## src/rtl/assert_macros.svh

```systemverilog
// Assertion macros shared by the RTL of the keyed counter table.
// Each macro samples on clk and is disabled while rst_n is low.
`ifndef ASSERT_MACROS_SVH
`define ASSERT_MACROS_SVH

// Condition that must hold at every clock edge out of reset.
`define KCT_ASSERT(lbl, cond, msg) \
  lbl: assert property (@(posedge clk) disable iff (!rst_n) (cond)) else $error(msg);

// When ante holds, cons must hold in the following cycle.
`define KCT_ASSERT_NEXT(lbl, ante, cons, msg) \
  lbl: assert property (@(posedge clk) disable iff (!rst_n) (ante) |=> (cons)) else $error(msg);

`endif

```

## src/rtl/kct_pkg.sv

```systemverilog
// Package of the keyed counter table: field widths, command codes and the
// request token that travels down the chain of cells. No dependencies.
`default_nettype none

package kct_pkg;

  localparam int unsigned KEY_W       = 31;
  localparam int unsigned CNT_W       = 31;
  localparam int unsigned CMD_W       = 2;
  localparam int unsigned ENTRIES_DEF = 64;

  localparam logic [CMD_W-1:0] CMD_ADD = 2'd0;
  localparam logic [CMD_W-1:0] CMD_GET = 2'd1;
  localparam logic [CMD_W-1:0] CMD_SET = 2'd2;

  localparam logic [CNT_W-1:0] CNT_MAX = {CNT_W{1'b1}};

  // Request as it moves from cell to cell.
  typedef struct packed {
    logic             vld;
    logic [CMD_W-1:0] cmd;
    logic [KEY_W-1:0] key;
    logic [CNT_W-1:0] count;
    logic             hit;
    logic             free_found;
    logic [CNT_W-1:0] value;
  } tok_t;

  // Insert broadcast: taken by the cell that claimed the lowest free entry.
  typedef struct packed {
    logic             en;
    logic [KEY_W-1:0] key;
    logic [CNT_W-1:0] count;
  } ins_t;

endpackage

`default_nettype wire

```

## src/rtl/kct_cell.sv

```systemverilog
// One table entry: key, count and valid mark, plus one stage of the request
// chain. Depends on kct_pkg for the token and insert types.
`default_nettype none

module kct_cell (
  input  wire logic          clk,
  input  wire logic          rst_n,
  input  wire kct_pkg::tok_t tok_i,
  input  wire kct_pkg::ins_t ins_i,
  output kct_pkg::tok_t      tok_o
);

  logic                        valid_r;
  logic                        cand_r;
  logic [kct_pkg::KEY_W-1:0]   key_r;
  logic [kct_pkg::CNT_W-1:0]   count_r;
  kct_pkg::tok_t               tok_r;
  kct_pkg::tok_t               tok_nxt;
  logic [kct_pkg::CNT_W-1:0]   count_nxt;
  logic                        match;
  logic                        claim;
  logic                        cnt_wr;

  always_comb begin
    match = tok_i.vld && valid_r && (key_r == tok_i.key);
    // lowest free entry on this pass
    claim = tok_i.vld && !valid_r && !tok_i.free_found;
    cnt_wr = match && ((tok_i.cmd == kct_pkg::CMD_ADD) || (tok_i.cmd == kct_pkg::CMD_SET));
    case (tok_i.cmd)
      kct_pkg::CMD_ADD: count_nxt = (count_r == kct_pkg::CNT_MAX) ? count_r
                                    : count_r + kct_pkg::CNT_W'(1);
      kct_pkg::CMD_SET: count_nxt = tok_i.count;
      default:          count_nxt = count_r;
    endcase
    tok_nxt = tok_i;
    if (match) begin
      tok_nxt.hit   = 1'b1;
      tok_nxt.value = count_nxt;
    end
    if (tok_i.vld && !valid_r) begin
      tok_nxt.free_found = 1'b1;
    end
  end

  always_ff @(posedge clk) begin
    if (!rst_n) begin
      valid_r <= 1'b0;
      cand_r  <= 1'b0;
    end else begin
      if (tok_i.vld) begin
        cand_r <= claim;
      end
      if (ins_i.en && cand_r) begin
        valid_r <= 1'b1;
      end
    end
  end

  always_ff @(posedge clk) begin
    if (ins_i.en && cand_r) begin
      key_r   <= ins_i.key;
      count_r <= ins_i.count;
    end else if (cnt_wr) begin
      count_r <= count_nxt;
    end
  end

  always_ff @(posedge clk) begin
    if (!rst_n) begin
      tok_r.vld <= 1'b0;
    end else begin
      tok_r <= tok_nxt;
    end
  end

  assign tok_o = tok_r;

endmodule

`default_nettype wire

```

## config.mk

```make
export PLATFORM = sky130hd
export DESIGN_NAME = kct_cell
export DESIGN_NICKNAME = d
export VERILOG_FILES = /design/src/rtl/assert_macros.svh /design/src/rtl/kct_pkg.sv /design/src/rtl/kct_cell.sv
export SDC_FILE = /design/constraint.sdc
export NUM_CORES = 1
export LEC_CHECK = 0
export ABC_AREA = 1
export BUFFER_PORTS_ARGS = -buffer_cell sky130_fd_sc_hd__buf_2
export CAP_MARGIN = 20
export CORE_MARGIN = 2
export CORE_UTILIZATION = 55
export CTS_CLUSTER_DIAMETER = 200
export DETAILED_ROUTE_END_ITERATION = 12
export PLACE_DENSITY = 0.84
export SYNTH_ARGS = -nofsm -noshare
export SYNTH_HDL_FRONTEND = slang
export SYNTH_SLANG_ARGS = --single-unit
export TNS_END_PERCENT = 30
```

## constraint.sdc

```tcl
create_clock -name clk -period 5.6 [get_ports clk]
set_clock_uncertainty 0.15 [all_clocks]
set_input_delay 1.12 -clock clk [delete_from_list [all_inputs] [get_ports clk]]
set_output_delay 1.12 -clock clk [all_outputs]
set_load 0.02 [all_outputs]
```

==> flow_summary.json, run 1 <==
{
  "endpoint_kind": "register",
  "min_period_over_period_pct": 59.59,
  "dieHeight_um": 124.3,
  "grt_usage_pct": 28.50,
  "layout_commonest_cell": "nand2_1",
  "final_util_pct": 71.65,
  "vias": 7069,
  "die_area_mm2": 0.01545,
  "syn-num-nets": 1074,
  "drt_iter0_drc": 616,
  "r2r_end": "count_r[13]",
  "grt_max_degree": 60,
  "antenna_found_initial": 1,
  "root_buffer": "clkbuf_16",
  "coreArea_mm2": 0.01399,
  "slew_headroom_pct": 49.92,
  "start_kind": "input port",
  "status": "complete, no violations",
  "drive_gt1_share_pct": 26.67,
  "io_pins": 261,
  "reg2reg_slack_ns": 2.66,
  "stdcell_count": 1366,
  "routabilityCongestion": 0.9764,
  "fmax_mhz": 299.7,
  "regArea_mm2": 0.004835,
  "routed_wl_um": 22020,
  "cts_tree": "built",
  "ys_ff_latch": 162,
  "rsz0062_at_grt": "false",
  "ant_nets": 0,
  "required_ns": 5.56,
  "die_w_um": 124.3,
  "p_leak_nw": 4.788,
  "slew_violations": 0,
  "multi_input_area_mm2": 0.002643,
  "setup_viol": 0,
  "fin_area_mm2": 0.01002,
  "synth_area_mm2": 0.007959,
  "worst_hold_slack_ns": 0.3514,
  "grt_pass1_wl_um": 34520,
  "syn_inst": 910,
  "cts_buffer_depth": 2,
  "hold_depth": 2,
  "syn_to_final_growth_pct": 25.92,
  "synth_area_per_cell_um2": 8.746,
  "min_to": "valid_r",
  "hold_viol": 0,
  "clk_latency_ns": 0.44,
  "gr-total-overflow": 0,
  "finalNetCount": 1336,
  "tightest_slew_ns": 0.7493,
  "post_cts_buffers": 0,
  "finalSetupTns_ns": 0,
  "placed_cells": 1332,
  "cts-resized-gates": 0,
  "cts_made_buffers": 17,
  "ff2ff_path_depth": 11,
  "cap_violations": 0,
  "cp.arrival_ns": 3.30,
  "io_buffer_count": 260,
  "crit_path_max_fanout": 33,
  "cts_sinks": 162,
  "final_cell_mix": "424 x nand2_1, 259 x buf_2, 159 x edfxtp_1, 95 x inv_1, 66 x nor2_1",
  "min-delay-start": "valid_r",
  "drcViolationCount": 0,
  "wl_per_cell_um": 16.12,
  "drtPass1Iterations": 6,
  "peakVddDrop_mv": 0.1982,
  "hpwl_um": 16280,
  "min_period_ns": 3.337,
  "min_path_type": "register to register",
  "initial_core_util_pct": 56.90,
  "ys_top_cells_by_area": "edfxtp_1 60%, nand2_1 20%, inv_1 4.5%",
  "pre_cts_slack_ns": 1.805,
  "synth.distinct_cells": 31,
  "htreeDepth": 4,
  "avgViaCountPerCell": 5.175,
  "cts.hold.buffers_added": 0,
  "timing.rr.start": "key_r[27]",
  "clk_pin_slew_worst_paths_ns": 0.06,
  "power.density_mw_per_mm2": 293.2,
  "placementRows": 43,
  "fillers": 1105,
  "ys_seq_area_share_pct": 60.75,
  "placed_area_mm2": 0.009415,
  "total_power_mw": 2.939,
  "ys_warn_count": 0,
  "synth_top_cell_by_area": "edfxtp_1",
  "timing.final.ws_setup_ns": 2.263,
  "worstSetupPathType": "input port to register",
  "synth_top_area_share_pct": 59.99,
  "grt_pass1_vias": 6859
}
## worst max-delay path, stage by stage
cell and delay (ns):
buf_2 0.10, inv_1 0.04, nand2_1 0.04, o21ai_0 0.14, nor2_1 0.14, nand2_1 0.06
nor2_1 0.17, nand3_1 0.11, nor2_2 0.09, buf_4 0.38, nand2_1 0.09, nand2_1 0.45
buf_4 0.37
## per-layer routing
metal | vias up | GRT usage (%) | wire, um
li1 | 3450 | - | -
met1 | 3211 | 36.05 | 8906
met2 | 355 | 48.51 | 10950
met3 | 53 | 6.229 | 1571
met4 | 0 | 10.31 | 591
met5 | - | 0 | 0
## flip-flops by register name, summed over array words and instances, names as in the netlist
register / count
valid_r: 1
cand_r: 1
tok_o: 98
count_r: 31
key_r: 31
## report_power, final
part / switching, mW / internal [mW] / total, mW
logic: 0.221 / 0.119 / 0.339
registers: 0.0231 / 1.41 / 1.44
clock network: 0.502 / 0.661 / 1.16
total: 0.746 / 2.19 / 2.94
## how the worst max path moves through the flow
| stage | from | endpoint | slack, ns | cells past startpoint |
|---|---|---|---|---|
| after global placement | tok_i[91] | count_r[2] | 1.89 | 13 |
| final | tok_i[91] | count_r[13] | 2.26 | 13 |
| after CTS | tok_i[91] | count_r[14] | 2.26 | 13 |
| after detailed placement | tok_i[91] | count_r[18] | 1.81 | 13 |
| after floorplan | tok_i[75] | count_r[0] | 2.33 | 11 |
| after global routing | tok_i[91] | count_r[7] | 2.02 | 13 |
## area by class of cell
type | count | share of cell area [%]
tap | 180 | 2.247
clock buffer | 17 | 4.245
sequential | 162 | 48.24
antenna | 1 | 0.02497
clock inverter | 15 | 1.586
multi-input combinational | 627 | 26.37
inverter | 97 | 3.633
timing repair buffer | 267 | 13.66
## synthesized netlist by cell type
library cell / number
nand2_2: 2
nand4_1: 5
nor2_1: 68
ha_1: 1
o22ai_1: 1
or2_2: 4
inv_2: 1
o21ai_0: 35
and2_1: 1
nand3_1: 58
o21ai_1: 2
clkbuf_1: 13
buf_2: 8
nor3_1: 1
xor2_1: 3
nor2_8: 1
nor2_2: 2
nand2b_1: 1
a21oi_1: 1
xnor2_1: 6
o21ai_2: 2
inv_1: 96
or2_1: 1
nor2_4: 2
edfxtp_1: 159
a31oi_1: 3
nand2_1: 424
buf_6: 3
nor2b_1: 1
nand2_4: 2
dfxtp_1: 3
## kinds of logic (layout without fill, tap and decap cells)
family / count (synthesis) / count (layout) / synth area share [%]
buffers and inverters: 121 / 396 / 6.115
and+or+nand+nor: 573 / 573 / 29.07
other: 0 / 1 / 0
adders and majority gates: 1 / 1 / 0.1572
AOI/OAI and AO/OA: 44 / 44 / 2.924
xor gates and xnor gates: 9 / 9 / 0.9905
DFF: 162 / 162 / 60.75
No activity file was read; power rests on OpenSTA's default activity.
==> inputs of run 2 (changes only) <==
--- a/config.mk
+++ b/config.mk
@@ -5,14 +5,14 @@
 export SDC_FILE = /design/constraint.sdc
 export NUM_CORES = 1
 export LEC_CHECK = 0
-export ABC_AREA = 1
+export ABC_AREA = 0
 export BUFFER_PORTS_ARGS = -buffer_cell sky130_fd_sc_hd__buf_2
 export CAP_MARGIN = 20
 export CORE_MARGIN = 2
-export CORE_UTILIZATION = 55
+export CORE_UTILIZATION = 51
 export CTS_CLUSTER_DIAMETER = 200
 export DETAILED_ROUTE_END_ITERATION = 12
-export PLACE_DENSITY = 0.84
+export PLACE_DENSITY = 0.79
 export SYNTH_ARGS = -nofsm -noshare
 export SYNTH_HDL_FRONTEND = slang
 export SYNTH_SLANG_ARGS = --single-unit
==> constraint.sdc (replaced) <==
create_clock -name clk -period 3.1 [get_ports clk]
set_clock_uncertainty 0.15 [all_clocks]
set_input_delay 0.62 -clock clk [delete_from_list [all_inputs] [get_ports clk]]
set_output_delay 0.62 -clock clk [all_outputs]
set_load 0.02 [all_outputs]
==> run 2 against run 1 <==
Net effect: sequential share of layout area increased by 0.084 points; clock power increased by 78%; die area increased by 3.5%; critical path depth decreased by 8; first-iteration DRC count decreased by 17%; total power increased by 81%; sequential power increased by 81%; utilization decreased by 3.1 points; synthesized cell count decreased by 40%; routed wire length increased by 1.5%; count of clock-buffer cells in the layout increased by 1; hold slack got worse by 0.14 ns; critical endpoint is now count_r[11]; highest routed layer unchanged.
==> flow_summary.json, run 2 <==
{
  "rsz0062_at_grt": "false",
  "largest_reg_flops": 98,
  "setup_viol": 0,
  "clk_latency_ns": 0.43,
  "clkPwrFrac_pct": 38.9,
  "avgViaCountPerCell": 5.884,
  "die_area_mm2": 0.01599,
  "cts-resized-gates": 0,
  "dr_wl_met3_um": 1685,
  "grt_max_degree": 44,
  "power.switching_mw": 1.363,
  "synth_top_cell_by_area": "edfxtp_1",
  "cell_internal_pwr_mw": 3.952,
  "synth_top_area_share_pct": 62.45,
  "met2_length_um": 11100,
  "die_w_um": 126.4,
  "synth.distinct_cells": 63,
  "synth.most_common_cell": "edfxtp_1",
  "root_buffer": "clkbuf_16",
  "grt_pass1_vias": 6313,
  "post_cts_buffers": 0,
  "required_ns": 3.13,
  "synth_area_mm2": 0.007645,
  "gr-total-overflow": 0,
  "timing.final.ws_setup_ns": 0.3102,
  "vias": 6119,
  "placed_area_mm2": 0.009427,
  "finalNetCount": 1006,
  "slew_violations": 0,
  "synthFlopType": "edfxtp_1",
  "cp.arrival_ns": 2.82,
  "tightest_slew_ns": 0.5842,
  "ys_seq_area_share_pct": 63.24,
  "io_buffer_count": 260,
  "ys_top_cells_by_area": "edfxtp_1 62%, mux2_2 8.2%, xor2_1 3.6%",
  "cts.hold.buffers_added": 0,
  "fillers": 1045,
  "io_pins": 261,
  "layout_commonest_cell": "buf_2",
  "endpoint_kind": "register",
  "topRoutingLayerUsed": "met4",
  "routabilityCongestion": 0.9493,
  "async_flop_share_pct": 0,
  "ys_ff_latch": 162,
  "cts_buffer_depth": 2,
  "cts_made_buffers": 17,
  "syn_inst": 550,
  "coreArea_mm2": 0.01459,
  "placementRows": 44,
  "wl_per_cell_um": 21.49,
  "drcViolationCount": 0,
  "cap_violations": 0,
  "initial_core_util_pct": 52.40,
  "ant_nets": 0,
  "finalSetupTns_ns": 0,
  "syn_to_final_growth_pct": 30.87,
  "drt-met1-wl_um": 9048,
  "dieHeight_um": 126.4,
  "synth_edf_count": 159,
  "seqPwrFrac_pct": 48.9,
  "routed_wl_um": 22350,
  "antenna_found_initial": 1,
  "start_kind": "register",
  "clk_pin_slew_worst_paths_ns": 0.07,
  "total_power_mw": 5.315,
  "status": "complete, no violations",
  "fin_area_mm2": 0.01000,
  "ys_warn_count": 0,
  "fmax_mhz": 358.4,
  "pwr-share-comb_pct": 12.2,
  "worstSetupPathType": "register to register",
  "cts_sinks": 162,
  "crit_path_max_fanout": 9,
  "syn-num-nets": 714,
  "grt_pass1_wl_um": 33730,
  "min_period_ns": 2.790,
  "min_period_over_period_pct": 89.99,
  "pre_cts_slack_ns": 0.2007,
  "min_path_type": "input port to register",
  "power.density_mw_per_mm2": 531.3,
  "peakVddDrop_mv": 0.4635,
  "p_leak_nw": 3.919,
  "hold_viol": 0,
  "netlist_top_cells_count": "159 x edfxtp_1, 56 x mux2_2, 31 x xor2_1",
  "drt_iter0_drc": 512,
  "swShare_pct": 25.65,
  "drive_gt1_share_pct": 48.13,
  "final_cell_mix": "259 x buf_2, 159 x edfxtp_1, 56 x mux2_2, 39 x buf_4, 31 x xor2_1",
  "grt_usage_pct": 27.84,
  "synth_area_per_cell_um2": 13.90,
  "hpwl_um": 16790,
  "cts_tree": "built",
  "slew_headroom_pct": 60.82,
  "htreeDepth": 4,
  "drtPass1Iterations": 5
}
run 2: cell count changes after synthesis, moves of 17 or more:
cell	before	now
inv_1	96	12
mux2_2	0	56
mux2i_1	0	17
nand2_1	424	29
nand3_1	58	12
nor2_1	68	30
nor4_1	0	17
o21ai_0	35	13
xor2_1	3	31
run 2: area by class of cell:
type / count / area (um2) / share of cell area [%]
well taps: 184 / 230.2 / 2.301
repair buffers: 301 / 1649 / 16.48
clock inverters: 13 / 143.9 / 1.438
clock buffers: 18 / 429.2 / 4.290
flip-flops and latches: 162 / 4835 / 48.32
inverters: 12 / 45.04 / 0.4502
diodes: 2 / 5.005 / 0.05002
multi-input cells: 348 / 2668 / 26.66
run 2: path summary, 6_finish.rpt:
| check | from | to | slack, ns | cells past startpoint |
|---|---|---|---|---|
| max reg2reg | count_r[16] | count_r[11] | 0.31 | 5 |
| max | count_r[16] | count_r[11] | 0.31 | 5 |
| min reg2reg | valid_r | valid_r | 0.39 | 2 |
| min | ins_i[42] | key_r[11] | 0.21 | 1 |
run 2: kinds of logic after synthesis:
| logic type | after synthesis | share of synthesized area (%) |
|---|---|---|
| xor gates and xnor gates | 31 | 3.552 |
| adders and majority gates | 1 | 0.1636 |
| AOI/OAI and AO/OA | 103 | 10.29 |
| buffers and inverters | 40 | 2.144 |
| muxes | 73 | 10.47 |
| and+or+nand+nor | 140 | 10.13 |
| DFF | 162 | 63.24 |
run 2: power by group through the flow:
| stage | Clock [mW] | Sequential, mW | Combinational (mW) |
|---|---|---|---|
| 6_report | 2.07 | 2.60 | 0.647 |
| 4_1_cts | 2.09 | 2.60 | 0.649 |
| 3_3_place_gp | 0 | 2.64 | 0.627 |
| 5_1_grt | 2.17 | 2.61 | 0.690 |
| 2_1_floorplan | 0 | 2.78 | 0.188 |
| 3_5_place_dp | 0 | 2.65 | 0.646 |
run 2: critical path: stages (launching register included):
cell,delay (ns)
edfxtp_1,0.47
nand4_2,0.19
or4_1,0.82
o311ai_2,0.42
mux2i_1,0.19
mux2_2,0.30
run 2: routing by layer:
layer | vias up | track usage (%)
met3 | 47 | 6.200
met4 | 0 | 10.54
met5 | - | 0
met1 | 2983 | 35.49
met2 | 300 | 46.74
li1 | 2789 | -
run 2: through the flow:
step | std cells | hold WS (ns) | util, %
2_1_floorplan | 550 | 0.3188 | -
3_3_place_gp | 1007 | 0.3376 | 64.61
3_5_place_dp | 1007 | 0.3828 | 64.61
4_1_cts | 1038 | 0.1924 | 68.54
5_1_grt | 1040 | 0.1955 | 68.58
6_report | 1040 | 0.2107 | 68.58
